<file path="src/sv/refract_direction_snell_defines.svh">
// Assertion macros shared by the refraction pipeline.
`ifndef REFRACT_DIRECTION_SNELL_DEFINES_SVH
`define REFRACT_DIRECTION_SNELL_DEFINES_SVH

// same-cycle implication, checked outside reset
`define RDS_ASSERT_IMP(lbl, pre, post, msg) \
    lbl: assert property (@(posedge aclk) disable iff (!aresetn) (pre) |-> (post)) \
        else $error(msg);

// next-cycle implication, checked outside reset
`define RDS_ASSERT_NXT(lbl, pre, post, msg) \
    lbl: assert property (@(posedge aclk) disable iff (!aresetn) (pre) |=> (post)) \
        else $error(msg);

`endif

</file>
<file path="src/sv/rds_pkg.sv">
// Shared types and constants of the refraction pipeline.
package rds_pkg;

    localparam int IN_W  = 16;
    localparam int OUT_W = 20;

    typedef logic signed [IN_W-1:0]  comp_t;
    typedef logic        [IN_W-1:0]  index_t;
    typedef logic signed [OUT_W-1:0] out_t;

    typedef struct packed {
        comp_t x;
        comp_t y;
        comp_t z;
    } vec_t;

    localparam out_t OUT_MAX = 20'sh7FFFF;
    localparam out_t OUT_MIN = -20'sh80000;

endpackage

</file>
<file path="src/sv/rds_div.sv">
// Pipelined restoring divider for the index ratio, one quotient bit per stage.
module rds_div import rds_pkg::*; #(
    parameter int FRAC_BITS = 14
) (
    input  logic                      aclk,
    input  logic                      ce,
    input  index_t                    num_in,
    input  index_t                    den_in,
    output logic [IN_W+FRAC_BITS-1:0] quot_out
);

    localparam int NW = IN_W + FRAC_BITS;

    logic [IN_W-1:0] rem_reg  [NW];
    logic [NW-1:0]   quot_reg [NW];
    logic [NW-1:0]   num_reg  [NW];
    index_t          den_reg  [NW];

    genvar j;
    for (j = 0; j < NW; j++) begin : g_step
        logic [IN_W-1:0] rem_prev;
        logic [NW-1:0]   quot_prev;
        logic [NW-1:0]   num_prev;
        index_t          den_prev;
        logic [IN_W:0]   trial;
        logic            ge;
        logic [IN_W-1:0] rem_next;
        logic [NW-1:0]   quot_next;
        logic [NW-1:0]   num_next;

        if (j == 0) begin : g_first
            assign rem_prev  = '0;
            assign quot_prev = '0;
            assign num_prev  = {num_in, {FRAC_BITS{1'b0}}};
            assign den_prev  = den_in;
        end else begin : g_rest
            assign rem_prev  = rem_reg[j-1];
            assign quot_prev = quot_reg[j-1];
            assign num_prev  = num_reg[j-1];
            assign den_prev  = den_reg[j-1];
        end

        always_comb begin
            trial     = {rem_prev, num_prev[NW-1]};
            ge        = trial >= {1'b0, den_prev};
            rem_next  = ge ? IN_W'(trial - {1'b0, den_prev}) : trial[IN_W-1:0];
            quot_next = {quot_prev[NW-2:0], ge};
            num_next  = {num_prev[NW-2:0], 1'b0};
        end

        always_ff @(posedge aclk) begin
            if (ce) begin
                rem_reg[j]  <= rem_next;
                quot_reg[j] <= quot_next;
                num_reg[j]  <= num_next;
                den_reg[j]  <= den_prev;
            end
        end
    end

    assign quot_out = quot_reg[NW-1];

endmodule

</file>
<file path="config.mk">
export PLATFORM = sky130hd
export DESIGN_NAME = rds_div
export DESIGN_NICKNAME = d
export VERILOG_FILES = /design/src/sv/refract_direction_snell_defines.svh /design/src/sv/rds_pkg.sv /design/src/sv/rds_div.sv
export SDC_FILE = /design/constraint.sdc
export NUM_CORES = 2
export LEC_CHECK = 0
export ABC_AREA = 1
export BUFFER_PORTS_ARGS = -buffer_cell sky130_fd_sc_hd__buf_2
export CAP_MARGIN = 20
export CELL_PAD_IN_SITES_DETAIL_PLACEMENT = 1
export CELL_PAD_IN_SITES_GLOBAL_PLACEMENT = 1
export CORE_ASPECT_RATIO = 0.5
export CORE_MARGIN = 2
export CORE_UTILIZATION = 35
export DETAILED_ROUTE_END_ITERATION = 16
export GPL_TIMING_DRIVEN = 1
export PLACE_DENSITY = 0.62
export SYNTH_ARGS = -nofsm -noshare
export SYNTH_HDL_FRONTEND = slang
export SYNTH_SLANG_ARGS = --single-unit
</file>
<file path="constraint.sdc">
create_clock -name aclk -period 2.6 [get_ports aclk]
set_input_delay 0.52 -clock aclk [delete_from_list [all_inputs] [get_ports aclk]]
set_output_delay 0.52 -clock aclk [all_outputs]
set_load 0.02 [all_outputs]
</file>
; ---- After elaboration in Yosys (flattened, before gate mapping)
; Memories as Yosys holds them, arrays and structs flattened.
; Index checks and enable logic that the tools add are counted.
; Widths: inputs -> output; s select.
[totals]
ff_bits = 0
ramBits = 2730
word_cells = 96
out_inout_bits = 30
input_bits = 34
mem_count = 4
[op_classes]
mux = 32
add_sub_neg = 30
order_cmp = 30
[mem_list]
columns = name, words, width, rd, rd_clocked_by_memory_dff, wr, line
row1 = quot_reg, 30, 30, 30, 0, 30, rds_div.sv:15  ; logic [NW-1:0] quot_reg [NW];
row2 = num_reg, 30, 29, 29, 0, 30, rds_div.sv:16  ; logic [NW-1:0] num_reg [NW];
row3 = den_reg, 30, 16, 29, 0, 30, rds_div.sv:17  ; index_t den_reg [NW];
row4 = rem_reg, 30, 16, 29, 0, 30, rds_div.sv:14  ; logic [IN_W-1:0] rem_reg [NW];
[op_table]
columns = cell, count
row1 = $ge 17x16->1, 29
row2 = $mux 16, 30
row3 = $sub 16x16->16, 29
row4 = $ge 1x16->1, 1
row5 = $sub 1x16->16, 1
row6 = $mux 1, 2

; ---- Longest topological paths before layout
; An unclocked memory read counts as a cell.
[depth]
depth_word = 3
depth_mapped = 15
ltp_nobuf = 13

; ---- Worst setup path before layout
; Ideal clock, no wire load.
[synth_timing]
path_kind = reg-to-reg
startpoint = memory den_reg[0][64] (netlist name)
endpoint = memory rem_reg[5][8] (data pin)
n_path_buf = 0
arrival_time_ns = 1.669
setup_time_ns = 0.253
required_ns = 2.347
path_slack_ns = 0.678
synth_period_minus_slack_ns = 1.922
stages_incl_launch_ff = 10
cell_sequence = edfxtp_1 ha_1 fa_1 inv_1 nand3_1 nand3_1 a21oi_1 or2_2 nand3_1 nand2_1
[synth_rtl]
columns = element, line
row1 = start: declaration, rds_div.sv:17
row2 = end: declaration, rds_div.sv:14

==> metrics.txt <==
die footprint=241000 µm²; library cells used by synthesis=44; Crit. End Element=flop; RSZ-0062 raised after global routing=no; post-layout minimum cycle time=2.42 ns; largest net degree at the start of global routing=92; Routed Antenna Nets=0; Post-Syn Area=82900 µm²; area of placed instances=87600 µm²; register area=45400 µm²; final instance area=93200 µm²; compound-cell area share of the yosys netlist=0.0194; nets=9937; share of cells above drive strength 1=0.0715; CTS root buf=clkbuf_16; H-tree depth=4; worst clock skew=0.0728 ns; First-pass DRT Iterations=5; Mapped Cells=9118; CTS max path bufs=4; r2r setup slk=0.18 ns; CTS tree=built; crit path to=rem_reg[13][3]$_DFFE_PP_; pre-CTS WS=0.00698 ns; met1 usage=0.232; GPL Wtd Cong=0.870; Most Used Layer, Global Route=met2; DRC=0; count of final hold-check violations=0; Synth Area in Adders=0.0770; Die Width=692 µm; max reg flops=465; Peak Freq=0.414 GHz; clock transition at the registers of the reported paths=0.07 ns; # port buffers=63; mux cell area share after synthesis=0; IR drop worst, VDD=559 µV; IO Pins=64; Via Count=58700; status=completed; vias in the first global route=61700; Detailed Route WL=219 mm; Cell Count, Final, Fillers Out=12700; Routed WL per cell=17.3 µm; grt total ovfl=0; Layout fillers=27200; yosys warns=0; Final Max Slew Viols=0; Worst Path Required=3.12 ns; core area=236000 µm²; PwrDens=1130 nW/µm²; combinational family with the most area after synthesis=simple AND/OR/NAND/NOR gates; CTS Sinks=1513; commonest non-fill, non-tap cells in the layout=nand2_1, inv_1, edfxtp_1; Worst EP arrival=2.94 ns; CTS Buf Count=159; setup ws final=0.185 ns; #FFs+latches synth=1513; commonest non-fill, non-tap cell in the layout=nand2_1; sequential area share after synthesis=0.548; Hold Slack=0.146 ns; GR Util met3=0.0218; Setup CP Type=flop to flop; syn_area_per_cell=9.09 µm²; syn nets=9645; worst-path fanout max=17; FF-to-FF path depth=9; Slew HR=0.645; post-route clock period utilization=0.929; # rows=126; end of the worst register-to-register path=rem_reg[13][3]$_DFFE_PP_; routed vias/inst=4.64; Primary FF master, synth=edfxtp_1; final setup violation count=0; GRT Util Overall=0.180; Initial Utilization=0.352; worst setup path startpoint=rem_reg[12][2]$_DFFE_PP_; height of the die=348 µm; Layout area overhead=12.5%; Worst Setup Start Kind=flop; RR Startpoint=rem_reg[12][2]$_DFFE_PP_; Post-Synth Simple-Gate Area=0.249; Post-synth EDFFs=1513; clock latency on the worst-skew pair=0.84 ns; leakage power=0.0445 µW; multi-input logic area=30200 µm²; Final TNS setup=0 ns; min-delay worst type=input pin to flop; met2 usage in global routing=0.323; Synth Area in XOR/XNOR=0.0196; Slew @ Worst Pin=0.532 ns; Post-synth ARST share=0; hpwl dp=171 mm; first-pass GRT wire length=345 mm; initial antenna violation count=1; Placed Cells=12300; number of DRC markers in iteration 0=2895; # Max-Cap Violations=0
[kinds of logic after synthesis]
group / Yosys count
simple gates: 4824
compound gates: 308
buf+inv: 1795
flops: 1513
fa+ha+maj: 493
xor+xnor: 185
[per-layer routing]
| layer | wire length [µm] | vias to the layer above |
|---|---|---|
| met4 | 5160 | 0 |
| met2 | 108000 | 538 |
| met1 | 100000 | 28100 |
| met3 | 5570 | 293 |
| met5 | 0 | - |
| li1 | - | 29800 |
[worst min-delay path by stage]
| stage | depth (start not counted) | from | end |
|---|---|---|---|
| after detailed placement | 0 | quot_reg[0][274]$_DFFE_PP_ | quot_reg[0][305]$_DFFE_PP_ |
| after global routing | 1 | ce | rem_reg[2][3]$_DFFE_PP_ |
| after floorplan | 0 | num_reg[0][74]$_DFFE_PP_ | num_reg[0][104]$_DFFE_PP_ |
| after CTS | 1 | ce | quot_reg[0][183]$_DFFE_PP_ |
| after global placement | 0 | quot_reg[1][276]$_DFFE_PP_ | quot_reg[1][307]$_DFFE_PP_ |
| final | 1 | ce | rem_reg[2][0]$_DFFE_PP_ |
[critical path, cell delays in order (launching register included)]
cell	delay [ns]
edfxtp_1	0.40
ha_1	0.39
inv_1	0.19
nor2_1	0.08
nand4_1	0.07
o21ai_1	0.09
nor2_4	0.44
nand2_4	0.24
nand2_1	0.12
nand2_1	0.08
[cell usage after synthesis, types with 4 or more instances]
cell type  instances  area [µm²]
a21oi_1          256        1280
and2_1             8        50.1
and3_1             9        56.3
buf_2             31         155
buf_4             12        90.1
buf_6             41         462
clkbuf_2           9        45.0
edfxtp_1        1513       45400
fa_1              28         561
ha_1             465        5820
inv_1           1665        6250
inv_2             22        82.6
inv_4             12        75.1
nand2_1         3371       12700
nand2_2           49         307
nand2_4           26         293
nand3_1          571        2860
nand3_2           37         370
nand3b_1          79         593
nand4_1          108         676
nor2_1           348        1310
nor2_2            42         263
nor2_4            13         146
nor3_1           107         536
nor4_2            19         238
o21a_1            13        97.6
o21ai_0           22         110
o21ai_1            7        35.0
o21bai_1           6        45.0
or2_0             11        68.8
or2_1              4        25.0
or2_2             15        93.8
xnor2_1           50         438
xor2_1           135        1180
[cell type report]
class | count | share of cell area
multi-input combinational | 5810 | 0.324
sequential | 1513 | 0.487
inverter | 1699 | 0.0688
clock buffer | 181 | 0.0443
clock inverter | 100 | 0.0109
timing repair buffer | 227 | 0.0220
tap | 3136 | 0.0421
antenna | 1 | 0.0000268
[report_power, final]
group	switching (µW)	internal, µW
logic	29800	14900
registers	3430	34000
clock network	10000	13100
total	43200	62000
[per-stage QoR]
| step | util | total power, µW |
|---|---|---|
| floorplan | - | 69100 |
| global placement | 0.372 | 82100 |
| detailed placement | 0.372 | 82900 |
| CTS | 0.395 | 107000 |
| global route | 0.395 | 114000 |
| finish | 0.395 | 105000 |
[timing repair]
item                       in CTS  in global routing
hold endpoints to repair       32                  0
setup buffers                   0                  8
gates resized for setup         1                  6
setup endpoints to repair       1                 48
hold buffers                   32                  0
gates cloned                    0                  0
pin swaps                       0                  3
(Power assumes the default switching activity.)
