`src/sv/refract_direction_snell_defines.svh`:
```
// Assertion macros shared by the refraction pipeline.
`ifndef REFRACT_DIRECTION_SNELL_DEFINES_SVH
`define REFRACT_DIRECTION_SNELL_DEFINES_SVH

// same-cycle implication, checked outside reset
`define RDS_ASSERT_IMP(lbl, pre, post, msg) \
    lbl: assert property (@(posedge aclk) disable iff (!aresetn) (pre) |-> (post)) \
        else $error(msg);

// next-cycle implication, checked outside reset
`define RDS_ASSERT_NXT(lbl, pre, post, msg) \
    lbl: assert property (@(posedge aclk) disable iff (!aresetn) (pre) |=> (post)) \
        else $error(msg);

`endif

```
`src/sv/rds_pkg.sv`:
```
// Shared types and constants of the refraction pipeline.
package rds_pkg;

    localparam int IN_W  = 16;
    localparam int OUT_W = 20;

    typedef logic signed [IN_W-1:0]  comp_t;
    typedef logic        [IN_W-1:0]  index_t;
    typedef logic signed [OUT_W-1:0] out_t;

    typedef struct packed {
        comp_t x;
        comp_t y;
        comp_t z;
    } vec_t;

    localparam out_t OUT_MAX = 20'sh7FFFF;
    localparam out_t OUT_MIN = -20'sh80000;

endpackage

```
`src/sv/rds_sqrt.sv`:
```
// Pipelined integer square root, one root bit per stage.
module rds_sqrt import rds_pkg::*; #(
    parameter int FRAC_BITS = 14
) (
    input  logic                          aclk,
    input  logic                          ce,
    input  logic [2*(FRAC_BITS+7)-1:0]    rad_in,
    output logic [FRAC_BITS+7-1:0]        root_out
);

    localparam int SB = FRAC_BITS + 7;
    localparam int RW = 2 * SB;

    logic [SB+1:0] rem_reg  [SB];
    logic [SB-1:0] root_reg [SB];
    logic [RW-1:0] rad_reg  [SB];

    genvar j;
    for (j = 0; j < SB; j++) begin : g_step
        logic [SB+1:0] rem_prev;
        logic [SB-1:0] root_prev;
        logic [RW-1:0] rad_prev;
        logic [SB+3:0] trial;
        logic [SB+3:0] test;
        logic          ge;
        logic [SB+1:0] rem_next;
        logic [SB-1:0] root_next;
        logic [RW-1:0] rad_next;

        if (j == 0) begin : g_first
            assign rem_prev  = '0;
            assign root_prev = '0;
            assign rad_prev  = rad_in;
        end else begin : g_rest
            assign rem_prev  = rem_reg[j-1];
            assign root_prev = root_reg[j-1];
            assign rad_prev  = rad_reg[j-1];
        end

        always_comb begin
            trial     = {rem_prev, rad_prev[RW-1:RW-2]};
            test      = {2'b00, root_prev, 2'b01};
            ge        = trial >= test;
            rem_next  = ge ? (SB+2)'(trial - test) : trial[SB+1:0];
            root_next = {root_prev[SB-2:0], ge};
            rad_next  = {rad_prev[RW-3:0], 2'b00};
        end

        always_ff @(posedge aclk) begin
            if (ce) begin
                rem_reg[j]  <= rem_next;
                root_reg[j] <= root_next;
                rad_reg[j]  <= rad_next;
            end
        end
    end

    assign root_out = root_reg[SB-1];

endmodule

```
`config.mk`:
```
export PLATFORM = sky130hd
export DESIGN_NAME = rds_sqrt
export DESIGN_NICKNAME = d
export VERILOG_FILES = /design/src/sv/refract_direction_snell_defines.svh /design/src/sv/rds_pkg.sv /design/src/sv/rds_sqrt.sv
export SDC_FILE = /design/constraint.sdc
export NUM_CORES = 1
export LEC_CHECK = 0
export BUFFER_PORTS_ARGS = -buffer_cell sky130_fd_sc_hd__buf_2
export CAP_MARGIN = 10
export CORE_MARGIN = 2
export CORE_UTILIZATION = 25
export DETAILED_ROUTE_END_ITERATION = 10
export SYNTH_ARGS = -nofsm -noshare
export SYNTH_HDL_FRONTEND = slang
export SYNTH_SLANG_ARGS = --single-unit
```
`constraint.sdc`:
```
create_clock -name aclk -period 3.9 [get_ports aclk]
set_clock_uncertainty 0.05 [all_clocks]
set_input_delay 0.585 -clock aclk [delete_from_list [all_inputs] [get_ports aclk]]
set_output_delay 0.585 -clock aclk [all_outputs]
set_load 0.02 [all_outputs]
```
# Word-level counts from Yosys, hierarchy flattened
# Memory sizes are Yosys's and may differ from the RTL's.
# Index checks and enable logic that the tools add are counted.
[classes] n_lt_le_gt_ge=21 n_addsub=21 muxes=23
[ops] operator="$ge 25x23->1" n=20
[ops] operator="$mux 23" n=21
[ops] operator="$sub 23x23->23" n=20
[ops] operator="$sub 2x1->3 const B" n=1
[ops] operator="$ge 2x1->1 const B" n=1
[ops] operator="$mux 1" n=2
[word_totals] reg_bits=0 input_bits=44 memories=3 output_inout_bits=21 ramBits=1764
[memory_table] memory="rad_reg" words=21 word_bits=40 read_ports=20 rd_clocked_by_memory_dff=0 wr=21 line_no="rds_sqrt.sv:16" rtl="logic [RW-1:0] rad_reg [SB];"
[memory_table] memory="rem_reg" words=21 word_bits=23 read_ports=20 rd_clocked_by_memory_dff=0 wr=21 line_no="rds_sqrt.sv:14" rtl="logic [SB+1:0] rem_reg [SB];"
[memory_table] memory="root_reg" words=21 word_bits=21 read_ports=21 rd_clocked_by_memory_dff=0 wr=21 line_no="rds_sqrt.sv:15" rtl="logic [SB-1:0] root_reg [SB];"

# Longest topological paths before layout
# Gate-level depths: netlist of the first run.
# An unclocked memory read counts as a cell.
[logic_depth] ltp_word=3 ltp_mapped=12 ltp_nobuf=10

# Worst setup path after synthesis of the first run
# No wires, ideal clock.
[synth_path] kind="reg-to-reg" from="memory rem_reg[2][73] (netlist name)" to="memory rem_reg[3][3] (netlist name), data pin" path_stages_with_launch=10 arrival_time_ns=2.756 setup_time_ns=0.267 setup_slack_ns=0.827 n_path_buf=2 cell_sequence="edfxtp_1 -> ha_1 -> a21oi_1 -> nor3b_1 -> a2111oi_0 -> or4b_2 -> nor2_1 -> clkbuf_1 -> buf_1 -> a21oi_1"
[synth_rtl] element="from (decl)" line_no="rds_sqrt.sv:14"

==> qor.yml, run 1 <==
status: "completed"
seqPwrFrac_pct: 50.0
largest_reg_flops: 431
finalSetupViolCount: 0
antenna_found_initial: 0
multi_input_area_sq_um: 16100
leakagePower_nw: 21.6
dieWidth_um: 451
clock-sinks: 1082
finalMaxSlewViolations: 0
worstSetupEndpointType: "register"
ys_top_cells_by_area: "edfxtp_1, ha_1, xnor2_1, xor2_1, a21oi_1"
yosysSeqAreaShare_pct: 65.0
ioPinCount: 65
fillers: 20000
dr.pass1.iters: 5
drt-total-wl_um: 88400
p_per_area_nw_per_um2: 527
required_ps: 4330
switching_power_mw: 7.96
synth-edff-count: 1082
cts_buffers: 115
rows: 164
ant_nets: 0
n_antenna_cell: 0
max_stage_delay_ps: 590
synthTopCellsByCount: "edfxtp_1, inv_1, nor2_1"
grt_max_degree: 129
numPortBuffers: 64
worstSkewPairLatency_ps: 740
drv_cap: 0
switching_share_pct: 26.1
route.detailed.drc: 0
finalCritPeriodShare_pct: 85.4
viasPerCell: 4.29
overflow: 0
whs_ps: 99.2
worst_setup_path_start_kind: "register"
clkPwrFrac_pct: 33.8
cts_max_level: 3
clk_pin_slew_ps: 60
syn_to_final_growth_pct: 15.7
wire_per_inst_um: 13.1
synth_cell_types: 72
avgSynthCellArea_sq_um: 13.1
fin_crit_ps: 3330
hold_violations: 0
grt_pass1_wl_um: 143000
worst_slew_pin_slew_ps: 840
fmax_ghz: 0.300
syn-num-nets: 4121
internal-power_mw: 22.5
grt_pass1_vias: 28900
synth_top_area_share_pct: 65.0
cts_tree: "built"
syn-cell-area_sq_um: 50000
vias: 29000
yosys_warnings: 0
ys_ff_latch: 1082
crit_type: "reg -> reg"
rsz0062_at_grt: "no"
design.die.area_sq_um: 204000
gp_congestion: 0.886
start_util_pct: 25.1
cp.arrival_ps: 3770
power_frac_comb_pct: 16.2
nets: 4322
core-area_sq_um: 199000
root_buffer: "clkbuf_16"
seqCellArea_sq_um: 32500
syn_inst: 3824
setup_tns_ps: 0
cts_max_path_buffers: 3
hp-class: "in -> reg"
drive_above_1_share_pct: 8.36
slowest_stage: "or4_1"
die_y_um: 451
relSlewSlack_pct: 43.3
cp_cell_sequence: "or4_1 > nor4b_1 > nand2b_1 > or3_1 > nor3_1 > nand3_1 > mux2_2"
synth_flop_cell: "edfxtp_1"
drt_iter0_drc: 1767
grt_util_all_layers_pct: 8.44
worst-path-max-fanout: 14
synth.largest_area_cell: "edfxtp_1"
ir_worst_vdd_v: 0.000403
yosysMostFrequentCell: "edfxtp_1"
synthArstFlopShare_pct: 0
dp_hpwl_um: 62700
[routing by layer]
layer	up-vias	part of all wire, %	wire length (um)	GRT usage, %
li1	14500	-	-	-
met1	13700	41	35900	9.24
met2	563	51	45400	15.5
met3	227	3.6	3180	1.67
met4	0	4.4	3900	4.10
met5	-	0	0	0
[what timing repair did]
item | CTS | global route
endpoints found under the setup margin | 0 | 0
gates resized for setup | 0 | 0
hold endpoints to repair | 40 | 0
buffers inserted | 0 | 0
hold buffers | 40 | 0
[final cells by class]
type / instances / area share, %
clock buffer: 141 / 5.18
clock inverter: 65 / 0.980
inverter: 314 / 2.04
multi-input combinational: 2365 / 27.9
sequential: 1082 / 56.2
tap: 2656 / 5.74
timing repair buffer: 147 / 2.04
[cell usage in the layout (no fill, tap or decap), types with 18 or more instances in the layout]
| cell | count |
|---|---|
| a21o_1 | 70 |
| a21oi_1 | 260 |
| and3_1 | 19 |
| buf_2 | 63 |
| buf_4 | 33 |
| clkbuf_1 | 25 |
| clkbuf_16 | 116 |
| clkinv_1 | 30 |
| clkinv_2 | 18 |
| dlygate4sd3_1 | 40 |
| edfxtp_1 | 1082 |
| ha_1 | 253 |
| inv_1 | 313 |
| mux2_2 | 44 |
| nand2_1 | 221 |
| nand2b_1 | 59 |
| nand3_1 | 71 |
| nand4_1 | 32 |
| nor2_1 | 274 |
| nor2b_1 | 33 |
| nor3_1 | 91 |
| nor4_1 | 57 |
| o211ai_1 | 18 |
| o21a_1 | 58 |
| o21ai_0 | 166 |
| o31ai_1 | 20 |
| or2_2 | 19 |
| or3_1 | 39 |
| or4_1 | 30 |
| xnor2_1 | 174 |
| xor2_1 | 159 |
[worst max-delay path, delay by kind of cell (launching register included)]
family	cells	cell delay, ps
simple gates	6	2190
flops	1	420
mux	1	410
[worst paths after layout]
path | start | end | slack (ps) | depth (start not counted)
worst max-delay path | rem_reg[1][10] | rem_reg[1][28] | 570 | 7
worst max register to register | rem_reg[1][10] | rem_reg[1][28] | 570 | 7
worst min-delay path | rad_in[41] | root_reg[0][0] | 100 | 2
worst min register to register | rad_reg[2][73] | rad_reg[2][115] | 340 | 0
[logic make-up (layout without fill, tap and decap cells)]
group / Yosys count / after routing / synth area share [%]
AOI/OAI and AO/OA: 725 / 725 / 8.94
xor gates and xnor gates: 333 / 333 / 5.83
adders and majority gates: 253 / 253 / 6.33
buffers and inverters: 377 / 667 / 2.84
DFF: 1082 / 1082 / 65.0
muxes: 50 / 50 / 1.11
other: 1 / 1 / 0.00750
and+or+nand+nor: 1003 / 1003 / 9.96
[power by group through the flow]
stage | Combinational (mW) | Clock (mW) | Sequential, mW
final | 4.93 | 10.3 | 15.3
after global routing | 5.53 | 11.1 | 15.4
after CTS | 4.93 | 10.7 | 15.3
after detailed placement | 4.87 | 0 | 15.5
after global placement | 4.78 | 0 | 15.5
after floorplan | 3.67 | 0 | 15.2
[through the flow]
| step | total power [mW] | util [%] | area [sq um] | std cells | worst slack [ps] |
|---|---|---|---|---|---|
| after floorplan | 18.9 | - | 50000 | 3824 | 827 |
| after global placement | 20.3 | 27.0 | 53900 | 6524 | 561 |
| after detailed placement | 20.4 | 27.0 | 53900 | 6524 | 562 |
| after CTS | 30.9 | 29.0 | 57800 | 6770 | 544 |
| after global routing | 32.1 | 29.0 | 57800 | 6770 | 364 |
| final | 30.5 | 29.0 | 57800 | 6770 | 568 |
(Power assumes the default switching activity.)
==> run 2: changes to the inputs <==
CELL_PAD_IN_SITES_DETAIL_PLACEMENT = 1   (was not set)
CELL_PAD_IN_SITES_GLOBAL_PLACEMENT = 1   (was not set)
PLACE_DENSITY_LB_ADDON = 0.1   (was not set)
clock period = 3.4 ns   (was 3.9 ns; I/O delays follow)
==> run 2 against run 1 <==
  * First-iteration DRC count is 12% lower
  * Final cell count up 1.9%
  * Register-to-register slack lost 390 ps
  * Global-route usage increased by 3.1 points
==> qor.yml, run 2 (same netlist as run 1, synthesis figures left out) <==
status: "completed"
cts_buffers: 137  # +19%
grt_util_all_layers_pct: 11.5  # +3.1 points
rows: 164  # unchanged
hold_violations: 0  # unchanged
leakagePower_nw: 22.5  # +4.5%
worst_setup_path_start_kind: "register"
cts_max_level: 4  # +1
dr_wl_met2_um: 53000  # +17%
wl_met1_um: 55900  # +56%
power_frac_comb_pct: 16.1  # about the same
worstSkewPairLatency_ps: 780  # +40 ps
ioPinCount: 65  # unchanged
syn_to_final_growth_pct: 19.4
dr.pass1.iters: 5  # unchanged
required_ps: 3880  # -450 ps
wl_met3_um: 4010  # +26%
design.die.area_sq_um: 204000  # unchanged
cts_setup_buffers: 0  # unchanged
die_y_um: 451  # unchanged
ant_nets: 0  # unchanged
fin_crit_ps: 3220  # -108 ps
drt-total-wl_um: 116000  # +31%
viasPerCell: 4.33  # +0.95%
grt_max_degree: 81  # -37%
numPortBuffers: 64  # unchanged
grt_pass1_wl_um: 185000  # +29%
start_util_pct: 25.1  # unchanged
top_layer: "met4"
wire_per_inst_um: 16.8  # +28%
seqPwrFrac_pct: 45.8  # -4.2 points
vias: 29900  # +2.9%
relSlewSlack_pct: 43.3  # about the same
hp-start: "ce"
hp-class: "in -> reg"
clk_pin_slew_ps: 60  # about the same
cts_max_path_buffers: 3  # unchanged
route.detailed.drc: 0  # unchanged
dp_hpwl_um: 84700  # +35%
antenna_found_initial: 1  # +1
largest_reg_flops: 431  # unchanged
internal-power_mw: 28.0  # +24%
root_buffer: "clkbuf_16"
drv_cap: 0  # unchanged
layout_common_cells: "edfxtp_1, inv_1, nor2_1"
layout_commonest_cell: "edfxtp_1"
grt_pass1_vias: 31800  # +10%
switching_share_pct: 27.1  # +1.0 points
fmax_ghz: 0.310  # +3.4%
rr_startpoint: "rem_reg[3][0]"
gp_congestion: 0.761  # -14%
nets: 4436  # +2.6%
finalMaxSlewViolations: 0  # unchanged
dieWidth_um: 451  # unchanged
cp.arrival_ps: 3700  # -70 ps
finalCritPeriodShare_pct: 94.8  # +9.4 points
fillers: 21400  # +7.0%
clock-sinks: 1082  # unchanged
drt_iter0_drc: 1563  # -12%
p_per_area_nw_per_um2: 643  # +22%
clkPwrFrac_pct: 38.1  # +4.3 points
worstSetupEndpointType: "register"
overflow: 0  # unchanged
switching_power_mw: 10.4  # +31%
worst-path-max-fanout: 3  # -11
setup_tns_ps: 0  # unchanged
fin_util_pct: 30.0  # +0.93 points
drive_above_1_share_pct: 11.3  # +3.0 points
finalSetupViolCount: 0  # unchanged
ir_worst_vdd_v: 0.000599  # +49%
crit_type: "reg -> reg"
core-area_sq_um: 199000  # unchanged
crit_start: "rem_reg[3][0]"
cts_tree: "built"
worst_slew_pin_slew_ps: 845  # +4.65 ps
run 2: cell types whose count changed in the layout (fill, tap and decap cells not counted), sizes merged, moves of 3 or more:
cell         change
buf             +89
bufinv           +9
clkbuf          +19
clkinv           +4
dlygate4sd3      +3
inv              +5
run 2: layout make-up:
class	instances	area, sq um	area share, %
tap	2656	3320	5.57
multi-input combinational	2365	16200	27.1
timing repair buffer	239	2010	3.37
sequential	1082	32500	54.4
antenna	1	2.50	0.00419
clock buffer	160	3510	5.89
inverter	314	1180	1.97
clock inverter	83	1010	1.68
run 2: path summary, 6_finish.rpt:
path	end	slack, ps	cells past startpoint
max reg2reg	rem_reg[3][39]	180	9
min reg2reg	rad_reg[0][79]	360	0
min	rad_reg[0][1]	130	1
max	rem_reg[3][39]	180	9
run 2: worst max-delay path: stages (launching register included):
cell       delay [ps]
edfxtp_1          400
ha_1              320
nor2b_1           150
o31ai_1           360
a31oi_1           280
a221o_1           450
a2111oi_0         530
o31a_1            250
nand2_1            80
xnor2_1           120
run 2: power by group through the flow:
stage | combinational (mW) | sequential (mW) | clock [mW]
6_report | 6.17 | 17.6 | 14.6
5_1_grt | 7.01 | 17.8 | 15.8
2_1_floorplan | 4.21 | 17.4 | 0
3_3_place_gp | 6.16 | 17.9 | 0
4_1_cts | 6.26 | 17.6 | 15.4
3_5_place_dp | 6.18 | 17.9 | 0
run 2: layer usage:
metal	vias up	GRT usage [%]
met2	330	18.4
met5	-	0
li1	14800	-
met4	0	3.78
met1	14600	15.5
met3	174	2.25
run 2: stage by stage:
step	area, sq um	worst slack, ps	hold slack (ps)	instances	power, mW
2_1_floorplan	50000	327	350	3824	21.6
3_3_place_gp	54700	33.7	350	6613	24.1
3_5_place_dp	54700	39.8	355	6613	24.1
4_1_cts	59600	15.5	97.9	6899	39.3
5_1_grt	59700	-15.3	119	6900	40.6
6_report	59700	176	135	6900	38.4
run 2: timing repair:
action,in CTS,in global routing
hold buffers,43,0
endpoints found under the setup margin,0,49
hold endpoints to repair,43,0
resized for setup,0,12
==> run 3: changes to the inputs <==
clock period = 3.1 ns   (was 3.4 ns; I/O delays follow)
==> run 3 against run 2 <==
  * Routed wire length is 1.7% higher
  * Sequential power is 9.7% higher
  * First-iteration DRC count is 5.4% lower
  * Power is 9.6% higher
  * Final cell count is 2.3% higher
  * Global-route usage is 0.11 points higher
  * Largest power group unchanged
  * Highest routed layer unchanged
==> qor.yml, run 3 (same netlist as run 1, synthesis figures left out) <==
viasPerCell: 4.32  # -0.16%
finalSetupViolCount: 0  # unchanged
dieWidth_um: 451  # unchanged
crit_type: "reg -> reg"
cts_tree: "built"
worst_slew_pin_slew_ps: 737  # -107 ps
required_ps: 3540  # -340 ps
hold_depth: 2  # +1
design.die.area_sq_um: 204000  # unchanged
rr_startpoint: "rem_reg[4][24]"
largest_reg_flops: 431  # unchanged
setup_tns_ps: 0  # unchanged
drt-total-wl_um: 118000  # +1.7%
layout_commonest_cell: "edfxtp_1"
hp-class: "in -> reg"
layout_common_cells: "edfxtp_1, inv_1, nor2_1"
nets: 4596  # +3.6%
internal-power_mw: 30.6  # +9.4%
fmax_ghz: 0.325  # +4.7%
p_per_area_nw_per_um2: 687  # +6.9%
dr.pass1.iters: 5  # unchanged
drv_cap: 0  # unchanged
n_antenna_cell: 0  # -1
worst_setup_path_start_kind: "register"
switching_share_pct: 27.2  # +0.12 points
switching_power_mw: 11.5  # +10%
clkPwrFrac_pct: 36.9  # -1.2 points
die_y_um: 451  # unchanged
root_buffer: "clkbuf_16"
ir_worst_vdd_v: 0.000570  # -4.8%
worstSkewPairLatency_ps: 780  # about the same
fin_crit_ps: 3080  # -145 ps
syn_to_final_growth_pct: 22.4
leakagePower_nw: 23.3  # +3.5%
r2r_cells: 11  # +2
clk_pin_slew_ps: 60  # about the same
r2r_setup_slack_ps: 20  # -150 ps
whs_ps: 344  # +209 ps
finalMaxSlewViolations: 0  # unchanged
rsz0062_at_grt: "yes"
cts_max_path_buffers: 3  # unchanged
fillers: 21200  # -0.75%
overflow: 0  # unchanged
worstSetupEndpointType: "register"
finalCritPeriodShare_pct: 99.3  # +4.5 points
gp_congestion: 0.759  # -0.25%
ant_nets: 0  # unchanged
met3_usage_pct: 2.16  # -0.098 points
antenna_found_initial: 2  # +1
core-area_sq_um: 199000  # unchanged
power_frac_comb_pct: 17.3  # +1.2 points
cts_buffers: 135  # -1.5%
vias: 30500  # +2.2%
worst-path-max-fanout: 26  # +23
start_util_pct: 25.1  # unchanged
clock-sinks: 1082  # unchanged
cts_max_level: 4  # unchanged
grt_util_met2_pct: 18.8  # +0.41 points
drt_iter0_drc: 1479  # -5.4%
dp_hpwl_um: 86900  # +2.6%
use_met1_pct: 15.6  # +0.10 points
grt_pass1_wl_um: 187000  # +0.96%
numPortBuffers: 64  # unchanged
rows: 164  # unchanged
worstHoldEndpoint: "rad_reg[0][8]"
relSlewSlack_pct: 50.3  # +7.1 points
grt_util_all_layers_pct: 11.6  # +0.11 points
grt_max_degree: 88  # +8.6%
grt_pass1_vias: 32400  # +1.7%
status: "completed"
hold_violations: 0  # unchanged
seqPwrFrac_pct: 45.8  # about the same
r2r-end: "rem_reg[4][65]"
route.detailed.drc: 0  # unchanged
wire_per_inst_um: 16.7  # -0.65%
cp.arrival_ps: 3520  # -180 ps
drive_above_1_share_pct: 15.8  # +4.5 points
hp-start: "rad_in[8]"
busiest_layer: "met2"
ioPinCount: 65  # unchanged
## run 3: changes by cell type in the layout (fill, tap and decap cells not counted), sizes merged
cell | before | now
inv | 322 | 321
clkinvlp | 3 | 7
bufinv | 16 | 12
buf | 196 | 356
clkinv | 56 | 58
diode | 1 | 0
dlygate4sd3 | 43 | 44
## run 3: worst max path at each step
stage	to	depth (start not counted)	startpoint
2_1_floorplan	rem_reg[3][3]	9	rem_reg[2][73]
3_3_place_gp	rem_reg[4][65]	11	rem_reg[4][24]
3_5_place_dp	rem_reg[4][65]	11	rem_reg[4][24]
4_1_cts	rem_reg[4][65]	11	rem_reg[4][24]
5_1_grt	rem_reg[4][65]	11	rem_reg[4][25]
6_report	rem_reg[4][65]	11	rem_reg[4][24]
## run 3: area by class of cell
cell class,instances,area [sq um],area share [%]
clock buffer,159,3490,5.70
clock inverter,84,863,1.41
inverter,314,1180,1.93
multi-input combinational,2365,16500,26.9
sequential,1082,32500,53.1
tap,2656,3320,5.43
timing repair buffer,401,3370,5.51
## run 3: what timing repair did
action / in CTS / in global routing
setup endpoints to repair: 11 / 171
buffers inserted: 0 / 9
gates cloned: 0 / 3
pin swaps: 1 / 18
endpoints found under the hold margin: 65 / 0
gates resized for setup: 4 / 83
hold buffers: 44 / 0
## run 3: per-layer routing
| metal | part of all wire (%) | up-vias |
|---|---|---|
| met3 | 3.1 | 157 |
| met5 | 0 | - |
| met1 | 48 | 14900 |
| li1 | - | 15100 |
| met4 | 2.2 | 0 |
| met2 | 47 | 312 |
## run 3: stage by stage
stage               power (mW)  std cells  setup slack, ps  cell area [sq um]  util [%]
finish                    42.1       7061             21.8              61200      30.7
global route              44.5       7061             -135              61200      30.7
CTS                       42.8       7049            -3.45              60700      30.5
detailed placement        26.8       6762             -104              55900      28.1
global placement          26.7       6762             -107              55900      28.1
floorplan                 23.7       3824             27.1              50000         -
## run 3: critical path, cell delays in order (launching register included)
cell and delay [ps]:
edfxtp_1 400, ha_2 200, or3_4 380, o22ai_4 200, o211ai_1 170, buf_4 180
a221o_1 380, a41oi_2 300, buf_12 210, inv_1 160, nor2_1 120, a41oi_1 50
## run 3: power by group through the flow
stage | Sequential [mW] | Clock (mW) | Combinational [mW]
finish | 19.3 | 15.5 | 7.29
global route | 19.5 | 16.8 | 8.22
CTS | 19.3 | 16.3 | 7.26
detailed placement | 19.6 | 0 | 7.16
global placement | 19.6 | 0 | 7.12
floorplan | 19.1 | 0 | 4.62
